$ cat config.mk
export PLATFORM = sky130hd
export DESIGN_NAME = wildcard_glob_matcher_core
export DESIGN_NICKNAME = d
export VERILOG_FILES = /design/src/wgm_pkg.sv /design/src/wildcard_glob_matcher_core.sv
export SDC_FILE = /design/constraint.sdc
export NUM_CORES = 1
export LEC_CHECK = 0
export BUFFER_PORTS_ARGS = -buffer_cell sky130_fd_sc_hd__clkbuf_2
export CAP_MARGIN = 15
export CORE_MARGIN = 1.5
export CORE_UTILIZATION = 34
export CTS_BUF_LIST = sky130_fd_sc_hd__clkbuf_16
export CTS_CLUSTER_SIZE = 30
export DETAILED_ROUTE_END_ITERATION = 6
export GPL_TIMING_DRIVEN = 0
export SLEW_MARGIN = 20
export SYNTH_ARGS = -nofsm -noshare
export SYNTH_HDL_FRONTEND = slang
export SYNTH_SLANG_ARGS = --single-unit
$ cat constraint.sdc
create_clock -name i_clk -period 4.58 [get_ports i_clk]
set_clock_uncertainty 0.2 [all_clocks]
set_input_delay 0.916 -clock i_clk [delete_from_list [all_inputs] [get_ports i_clk]]
set_output_delay 0.916 -clock i_clk [all_outputs]
set_load 0.02 [all_outputs]
$ cat src/wgm_pkg.sv
// Shared definitions for the wildcard glob matcher: item kinds, special
// pattern bytes and the default pattern capacity. No dependencies.
`default_nettype none

package wgm_pkg;

    localparam int PATTERN_MAX_DEF = 32;

    localparam logic [7:0] CH_ANY = 8'd63;  // '?'
    localparam logic [7:0] CH_RUN = 8'd42;  // '*'

    typedef enum logic [1:0] {
        KIND_CLEAR = 2'd0,
        KIND_PAT   = 2'd1,
        KIND_NAME  = 2'd2,
        KIND_END   = 2'd3
    } t_kind;

endpackage

`default_nettype wire

$ cat src/wildcard_glob_matcher_core.sv
// Wildcard glob matcher top level: pattern registers, live-position vector
// with star closure, and the result register. Depends on wgm_pkg.
`default_nettype none

// Channel   Dir  Payload                                     Transfer
// s_axis    in   tuser[1:0] kind, tdata[7:0] byte_value       tvalid & tready
// m_axis    out  tdata[0] matched, tdata[1] pattern_too_long  tvalid & tready
//
// One input transfer per cycle; every item is fully processed in the cycle it
// is taken. An end-of-name item shows its result in the result register on
// the next cycle. The input side stalls only while that register holds a
// result that the output side has not taken. The match update is one compare
// per pattern position plus a ceil(log2(PATTERN_MAX+1))-level prefix network that
// spreads live bits across runs of stars. Reset empties the pattern and
// clears the overflow flag; the pattern bytes themselves are not cleared.
module wildcard_glob_matcher_core
    import wgm_pkg::*;
#(
    parameter int PATTERN_MAX = PATTERN_MAX_DEF
) (
    input  wire        i_clk,
    input  wire        i_rst_n,
    input  wire        s_axis_tvalid,
    output logic       s_axis_tready,
    input  wire  [7:0] s_axis_tdata,   // [7:0] byte_value
    input  wire  [1:0] s_axis_tuser,   // [1:0] kind
    output logic       m_axis_tvalid,
    input  wire        m_axis_tready,
    output logic [7:0] m_axis_tdata    // [0] matched, [1] pattern_too_long, [7:2] zero
);

    localparam int LEN_W  = $clog2(PATTERN_MAX + 1);
    localparam int LEVELS = $clog2(PATTERN_MAX + 1);

    // Pattern storage: one byte per position plus a thermometer of
    // positions below the stored length.
    logic [7:0]             r_pat [PATTERN_MAX];
    logic [7:0]             n_pat [PATTERN_MAX];
    logic [PATTERN_MAX-1:0] r_inlen, n_inlen;
    logic [LEN_W-1:0]       r_len, n_len;
    logic                   r_ovf, n_ovf;
    logic [PATTERN_MAX:0]   r_live, n_live;

    logic       r_out_valid, n_out_valid;
    logic [1:0] r_out_data, n_out_data;

    logic       in_xfer;
    t_kind      kind;
    logic [7:0] in_byte;
    logic       byte_nz;
    logic       pat_wr;

    // Star and match terms, and the seed vector handed to the closure.
    logic [PATTERN_MAX-1:0] star_cur, step_match, star_nxt;
    logic [PATTERN_MAX:0]   seed, closed;

    assign kind    = t_kind'(s_axis_tuser);
    assign in_byte = s_axis_tdata;
    assign byte_nz = (in_byte != 8'd0);

    // The result register parts the two sides; take a new item whenever it
    // is empty or draining this cycle.
    assign s_axis_tready = !r_out_valid || m_axis_tready;
    assign in_xfer       = s_axis_tvalid && s_axis_tready;

    assign pat_wr = in_xfer && (kind == KIND_PAT) && byte_nz
                    && (r_len < LEN_W'(PATTERN_MAX));

    // Next pattern contents and length.
    always_comb begin
        n_len   = r_len;
        n_inlen = r_inlen;
        n_ovf   = r_ovf;
        for (int p = 0; p < PATTERN_MAX; p++) begin
            n_pat[p] = r_pat[p];
            if (pat_wr && (r_len == LEN_W'(p))) begin
                n_pat[p]   = in_byte;
                n_inlen[p] = 1'b1;
            end
        end
        if (pat_wr) begin
            n_len = r_len + LEN_W'(1);
        end
        if (in_xfer) begin
            unique case (kind)
                KIND_CLEAR: begin
                    n_len   = '0;
                    n_inlen = '0;
                    n_ovf   = 1'b0;
                end
                KIND_PAT: begin
                    if (byte_nz && !pat_wr) begin
                        n_ovf = 1'b1;
                    end
                end
                default: begin
                end
            endcase
        end
    end

    // Step the live set by one name byte: a star keeps its position live,
    // a '?' or an equal byte moves it one place on.
    always_comb begin
        for (int p = 0; p < PATTERN_MAX; p++) begin
            star_cur[p]   = r_inlen[p] && (r_pat[p] == CH_RUN);
            step_match[p] = r_inlen[p] && r_live[p] && !star_cur[p]
                            && ((r_pat[p] == CH_ANY) || (r_pat[p] == in_byte));
            star_nxt[p]   = n_inlen[p] && (n_pat[p] == CH_RUN);
        end
    end

    // Pick the seed: an advanced set for a name byte, position zero alone on
    // a restart, the present set when nothing changes.
    always_comb begin
        seed = r_live;
        if (in_xfer) begin
            unique case (kind)
                KIND_NAME: begin
                    if (byte_nz) begin
                        seed = {1'b0, r_live[PATTERN_MAX-1:0] & star_cur}
                               | {step_match, 1'b0};
                    end
                end
                KIND_PAT: begin
                    if (byte_nz) begin
                        seed = (PATTERN_MAX + 1)'(1);
                    end
                end
                default: begin
                    seed = (PATTERN_MAX + 1)'(1);
                end
            endcase
        end
    end

    // Star closure as a prefix network: position q is live if some live
    // position at or below it reaches q across stars only.
    always_comb begin
        logic [PATTERN_MAX:0] g, pr, g_prev, pr_prev;
        int d;
        g  = seed;
        pr = {star_nxt, 1'b0};
        for (int lvl = 0; lvl < LEVELS; lvl++) begin
            d       = 1 << lvl;
            g_prev  = g;
            pr_prev = pr;
            for (int q = 0; q <= PATTERN_MAX; q++) begin
                if (q >= d) begin
                    g[q]  = g_prev[q] | (pr_prev[q] & g_prev[q-d]);
                    pr[q] = pr_prev[q] & pr_prev[q-d];
                end else begin
                    pr[q] = 1'b0;
                end
            end
        end
        closed = g;
    end

    assign n_live = closed;

    // Result register: load on an end-of-name item, drop once taken.
    always_comb begin
        n_out_valid = r_out_valid && !m_axis_tready;
        n_out_data  = r_out_data;
        if (in_xfer && (kind == KIND_END)) begin
            n_out_valid = 1'b1;
            n_out_data  = {r_ovf, r_live[r_len] && !r_ovf};
        end
    end

    always_ff @(posedge i_clk) begin
        if (!i_rst_n) begin
            r_len       <= '0;
            r_inlen     <= '0;
            r_ovf       <= 1'b0;
            r_live      <= (PATTERN_MAX + 1)'(1);
            r_out_valid <= 1'b0;
        end else begin
            r_len       <= n_len;
            r_inlen     <= n_inlen;
            r_ovf       <= n_ovf;
            r_live      <= n_live;
            r_out_valid <= n_out_valid;
        end
    end

    always_ff @(posedge i_clk) begin
        r_out_data <= n_out_data;
        for (int p = 0; p < PATTERN_MAX; p++) begin
            r_pat[p] <= n_pat[p];
        end
    end

    assign m_axis_tvalid = r_out_valid;
    assign m_axis_tdata  = {6'd0, r_out_data};

endmodule

`default_nettype wire

* After elaboration in Yosys (flattened, before gate mapping) *
Memory sizes are Yosys's and may differ from the RTL's.
Index checks and enable logic that the tools add are counted.

operators by class
  add/subtract/negate cells = 1
  bitwise gates (word level) = 375
  equality and inequality tests = 163
  mux-type cells = 78
  $lt $le $gt $ge = 2
  reductions and logical operators = 274

operators with widths
  kind                                                 count
  == test 8 x 6 -> 1 bit (second input constant)       96
  == test 8 bit                                        32
  two-way mux 8 bit                                    32
  AND 1 bit                                            238
  logical AND 1 bit                                    200
  bitwise OR 1 bit                                     135
  two-way mux 33 bit                                   3
  == test 6 x 5 -> 1 bit (second input constant)       16
  case mux 33 bit (2 select lines)                     1
  two-way mux 32 bit                                   2
  == test 6 x 4 -> 1 bit (second input constant)       8
  logical NOT 1 bit                                    36
  two-way mux 1 bit                                    35
  logical OR 1 bit                                     33
  bitwise OR 32 x 33 -> 33 bit                         1
  AND 32 bit                                           1
  == test 6 x 3 -> 1 bit (second input constant)       4
  two-way mux 6 bit                                    3
  == test 6 x 2 -> 1 bit (second input constant)       2
  nonzero test 8 bit                                   1
  < comparator 6 x 7 -> 1 bit (second input constant)  1
  adder 6 x 1 -> 6 bit (second input constant)         1
  binary-select mux 1 bit (select 6 bit)               1
  == test 6 x 1 -> 1 bit (second input constant)       1
  9 further kinds                                      10

storage, ports and cells
  input port bits = 14
  memories kept = 1
  output and inout bits = 10
  logic and storage cells = 900
  bits in writable memories = 256
  bits in registers = 75

memories
  name   depth  bits a word  read ports  clocked after memory_dff  write ports  RTL line                          RTL
  r_pat  32     8            32          0                         32           wildcard_glob_matcher_core.sv:37  logic [7:0] r_pat [PATTERN_MAX];

* Depth between registers and ports, before layout *
  word-level depth = 22
  depth in mapped cells = 16
  mapped depth without buffers = 12

* Worst setup path after synthesis *
OpenSTA, ideal clock, no wires.

  path kind = input to register
  from = input port s_axis_tuser[0]
  to = register r_live[28]
  data required time = 4.311 ns
  path buffers = 0
  arrival time = 3.505 ns
  library setup time = 0.069 ns
  setup slack = 0.806 ns
  stages on the path = 12
  path through = inv_1 -> ha_1 -> nand2_1 -> nor3_1 -> nand2_1 -> or4_1 -> a221o_1 -> a31oi_1 -> nor3_1 -> a21oi_2 -> a311oi_1 -> o21ai_1

between the ends
  word-level cells in the longest chain between the ends = 18
  elaborated cells on any way between the ends = 231
  classes of those cells = 30 x eq/ne; 60 x mux; 81 x bitwise; 60 x reduce/logical

ends and longest elaborated chain
  item                                           RTL line                                                             RTL
  start: declaration                             wildcard_glob_matcher_core.sv:26                                     input wire [1:0] s_axis_tuser,
  == test 2 x 1 -> 1 bit                         wildcard_glob_matcher_core.sv:66, wildcard_glob_matcher_core.sv:118
  logical AND 1 bit (2 in series)                wildcard_glob_matcher_core.sv:66                                     assign pat_wr = in_xfer && (kind == KIND_PAT) && byte_nz
  logical AND 1 bit                              wildcard_glob_matcher_core.sv:67                                     && (r_len < LEN_W'(PATTERN_MAX));
  logical AND 1 bit                              wildcard_glob_matcher_core.sv:76                                     if (pat_wr && (r_len == LEN_W'(p))) begin
  two-way mux 1 bit                              wildcard_glob_matcher_core.sv:76
  two-way mux 32 bit                             wildcard_glob_matcher_core.sv:85                                     unique case (kind)
  two-way mux 32 bit                             wildcard_glob_matcher_core.sv:84                                     if (in_xfer) begin
  logical AND 1 bit                              wildcard_glob_matcher_core.sv:109                                    star_nxt[p] = n_inlen[p] && (n_pat[p] == CH_RUN);
  AND 1 bit                                      wildcard_glob_matcher_core.sv:150                                    g[q] = g_prev[q] | (pr_prev[q] & g_prev[q-d]);
  bitwise OR 1 bit                               wildcard_glob_matcher_core.sv:150
  AND 1 bit                                      wildcard_glob_matcher_core.sv:150
  bitwise OR 1 bit                               wildcard_glob_matcher_core.sv:150
  AND 1 bit or bitwise OR 1 bit (tied branches)  wildcard_glob_matcher_core.sv:150
  bitwise OR 1 bit or AND 1 bit (tied branches)  wildcard_glob_matcher_core.sv:150
  AND 1 bit or bitwise OR 1 bit (tied branches)  wildcard_glob_matcher_core.sv:150
  bitwise OR 1 bit or AND 1 bit (tied branches)  wildcard_glob_matcher_core.sv:150
  bitwise OR 1 bit (*)                           wildcard_glob_matcher_core.sv:150
  end signal: assignment                         wildcard_glob_matcher_core.sv:177                                    r_live <= (PATTERN_MAX + 1)'(1);
  end signal: assignment                         wildcard_glob_matcher_core.sv:183                                    r_live <= n_live;
  end: declaration                               wildcard_glob_matcher_core.sv:42                                     logic [PATTERN_MAX:0] r_live, n_live;

Mark *: on every way between the ends. The rest lies on a longest branch, timed or not.
A chain may end at the register's enable or synchronous reset.

* Worst setup path after layout *
  from = input port m_axis_tready
  to = register r_live[28]

between the ends
  word-level cells in the longest chain between the ends = 19
  elaborated cells on any way between the ends = 229
  classes of those cells = 28 x eq/ne; 59 x mux; 81 x bitwise; 61 x reduce/logical

ends and longest elaborated chain
  item                                           RTL line                           RTL
  start: declaration                             wildcard_glob_matcher_core.sv:28   input wire m_axis_tready,
  logical OR 1 bit (*)                           wildcard_glob_matcher_core.sv:63   assign s_axis_tready = !r_out_valid || m_axis_tready;
  logical AND 1 bit (*)                          wildcard_glob_matcher_core.sv:64   assign in_xfer = s_axis_tvalid && s_axis_tready;
  logical AND 1 bit (2 in series)                wildcard_glob_matcher_core.sv:66
  logical AND 1 bit                              wildcard_glob_matcher_core.sv:67
  logical AND 1 bit                              wildcard_glob_matcher_core.sv:76
  two-way mux 1 bit                              wildcard_glob_matcher_core.sv:76
  two-way mux 32 bit                             wildcard_glob_matcher_core.sv:85
  two-way mux 32 bit                             wildcard_glob_matcher_core.sv:84
  [2 not listed]                                 --
  bitwise OR 1 bit                               wildcard_glob_matcher_core.sv:150
  AND 1 bit                                      wildcard_glob_matcher_core.sv:150
  bitwise OR 1 bit                               wildcard_glob_matcher_core.sv:150
  AND 1 bit or bitwise OR 1 bit (tied branches)  wildcard_glob_matcher_core.sv:150
  bitwise OR 1 bit or AND 1 bit (tied branches)  wildcard_glob_matcher_core.sv:150
  AND 1 bit or bitwise OR 1 bit (tied branches)  wildcard_glob_matcher_core.sv:150
  bitwise OR 1 bit or AND 1 bit (tied branches)  wildcard_glob_matcher_core.sv:150
  bitwise OR 1 bit (*)                           wildcard_glob_matcher_core.sv:150

Marks and branches as above.

==> impl_metrics.json <==
{
  "status": "completed",
  "wl_per_cell_um": 25.1,
  "holdPathStages": 2,
  "first_pass_iters": 6,
  "grt_pass1_vias": 16400,
  "setup-tns-final_ns": 0,
  "timing.final.max_slew_violations": 0,
  "placeableCoreArea_um2": 54100,
  "chipWidth_um": 238,
  "power.density_cell_area_nw_per_um2": 303,
  "dieHeight_um": 238,
  "cts_root_buffer_type": "clkbuf_16",
  "pin_count": 24,
  "rows": 85,
  "netlist_area_um2": 18700,
  "clock_tree.buffer_depth": 3,
  "vias": 17100,
  "cellLeakagePower_nw": 7.97,
  "gp_routability_congestion": 1.07,
  "postRouteAntennaNets": 0,
  "num-nets-final": 2187,
  "mostFrequentLayoutCells": "328 x dfxtp_1, 207 x nand2_1, 194 x mux2_2, 146 x xor2_1, 113 x xnor2_1",
  "reg2reg_depth": 12,
  "clk_transition_reported_paths_ns": 0.06,
  "diodes": 0,
  "worstSetupEndpointType": "flip-flop",
  "edff_count_synth": 2,
  "drc": 0,
  "worst_ir_drop_vdd_mv": 0.252,
  "grt_start_max_net_pins": 13,
  "areaGrowthSynthToFinish_pct": 12.1,
  "mostFrequentLayoutCell": "dfxtp_1",
  "clock-sinks": 331,
  "clock_latency_ns": 0.57,
  "min_period_over_period_pct": 98.7,
  "critical_path_fanout_max": 10,
  "path_class": "primary input to flip-flop",
  "synth.ff_latch_count": 331,
  "start_kind": "primary input",
  "crit_required_ns": 4.82,
  "floorplan.initialDensity_pct": 34.6,
  "synth_area_per_cell_um2": 8.89,
  "final_layout_size_suffix_gt1_share_pct": 18.7,
  "critPathArrivalTime_ns": 4.76,
  "dr.first_iter.drc_count": 1876,
  "async_flop_share_pct": 0,
  "post-route-min-period_ns": 4.52,
  "dpl.hpwl_mm": 52.6,
  "postCtsHoldBufs": 0,
  "routed_wl_mm": 72.5,
  "yosysWarningCount": 0,
  "antenna_violations_before_repair": 0,
  "post_synth_num_cell_types": 93,
  "hold_violations": 0,
  "synth-main-ff-cell": "dfxtp_1",
  "timing_worst_slew_pin_value_ns": 1.11,
  "grt_first_pass_wirelength_mm": 107,
  "cts-htree-levels": 2,
  "tritoncts": "done",
  "avgViaCountPerCell": 5.93,
  "post-layout-total-power_mw": 6.37,
  "portBuffers": 13,
  "max_freq_mhz": 221,
  "synthesis.instances": 2110,
  "grtUsageTotal_pct": 25.2,
  "setup-violations-final": 0,
  "hold_path_class": "flip-flop to flip-flop",
  "max_cap_viol_count": 0,
  "grt_remaining_overflow": 0,
  "regToRegSetupSlack_ns": 0.10,
  "timing.max_slew.rel_slack_pct": 25.3,
  "die_area_um2": 56600,
  "cts_buffer_count": 38,
  "synth_sequential_area_ratio_pct": 35.5
}
synthesized netlist by cell type, types with 18 or more instances:
| cell | count | area, µm² |
|---|---|---|
| nand4_1 | 60 | 375 |
| nand3_1 | 82 | 410 |
| nor4_1 | 53 | 332 |
| xor2_1 | 146 | 1280 |
| nor2_1 | 81 | 304 |
| a21oi_1 | 111 | 556 |
| nor3_1 | 49 | 245 |
| a31oi_1 | 24 | 150 |
| o21ai_0 | 95 | 475 |
| nor4b_1 | 18 | 158 |
| clkbuf_1 | 74 | 278 |
| mux2_2 | 194 | 2180 |
| dfxtp_1 | 329 | 6590 |
| inv_1 | 48 | 180 |
| nand2_1 | 208 | 781 |
| and3_1 | 28 | 175 |
| buf_2 | 56 | 280 |
| xnor2_1 | 113 | 990 |
report_power, final:
group	switching (mW)	internal, mW
Clock	1.25	1.58
Sequential	0.0569	2.93
Combinational	0.363	0.178
Total	1.67	4.70
cell type report:
cell class	instances	area [µm²]
Buffer	142	666
Clock buffer	39	976
Clock inverter	26	133
Fill cell	5429	33100
Inverter	48	180
Multi-Input combinational cell	1589	11500
Sequential cell	331	6650
Tap cell	696	871
Timing Repair Buffer	15	80.1
critical path, cell delays in order:
cell and delay, ns:
clkbuf_2 0.08, nor2b_1 0.03, buf_2 0.21, inv_1 0.10, buf_2 0.24, and3_1 0.70, clkbuf_2 0.53, clkdlybuf4s15_2 0.56
o31ai_1 0.32, a211oi_1 0.31, a22oi_1 0.15, a311oi_1 0.44, o21ai_1 0.14
per-layer routing:
metal | track usage [%] | wire length (µm)
met5 | 0 | 0
met4 | 11.7 | 3480
met3 | 5.81 | 6770
met2 | 39.0 | 31400
met1 | 33.2 | 30800
per-stage QoR:
stage	hold slack [ns]	utilization [%]	cell area (µm²)	std cells	setup slack, ns
finish	0.262	38.8	21000	2886	0.0585
global route	0.289	38.8	21000	2886	-0.00395
CTS	0.260	38.6	20900	2887	0.00323
detailed placement	0.251	36.5	19700	2825	-1.06
global placement	0.249	36.4	19700	2824	-1.19
floorplan	0.224	-	18800	2115	0.806
logic make-up after synthesis:
| group | Yosys count | synth area share, % |
|---|---|---|
| other cells | 1 | 0.0200 |
| buf+inv | 195 | 4.46 |
| mux | 219 | 13.7 |
| xor+xnor | 259 | 12.1 |
| flops | 331 | 35.5 |
| compound gates | 378 | 12.8 |
| fa+ha+maj | 8 | 0.534 |
| simple gates | 719 | 21.0 |
final timing paths:
path / startpoint / end
min reg2reg: r_inlen[0] / r_inlen[0]
max reg2reg: m_axis_tvalid / r_live[28]
min: r_inlen[0] / r_inlen[0]
max: m_axis_tready / r_live[28]
registers in the layout, indices dropped and copies added (netlist names):
signal and count:
r_ovf 1, r_inlen 32, r_out_data 2, r_pat 256, r_live 33, m_axis_tvalid 1
r_len 6
what timing repair did:
| action | in CTS | in global routing |
|---|---|---|
| pin swaps | 0 | 1 |
| resized for setup | 15 | 31 |
| endpoints found under the setup margin | 20 | 19 |
| setup buffers | 0 | 1 |
(Power assumes the default switching activity.)
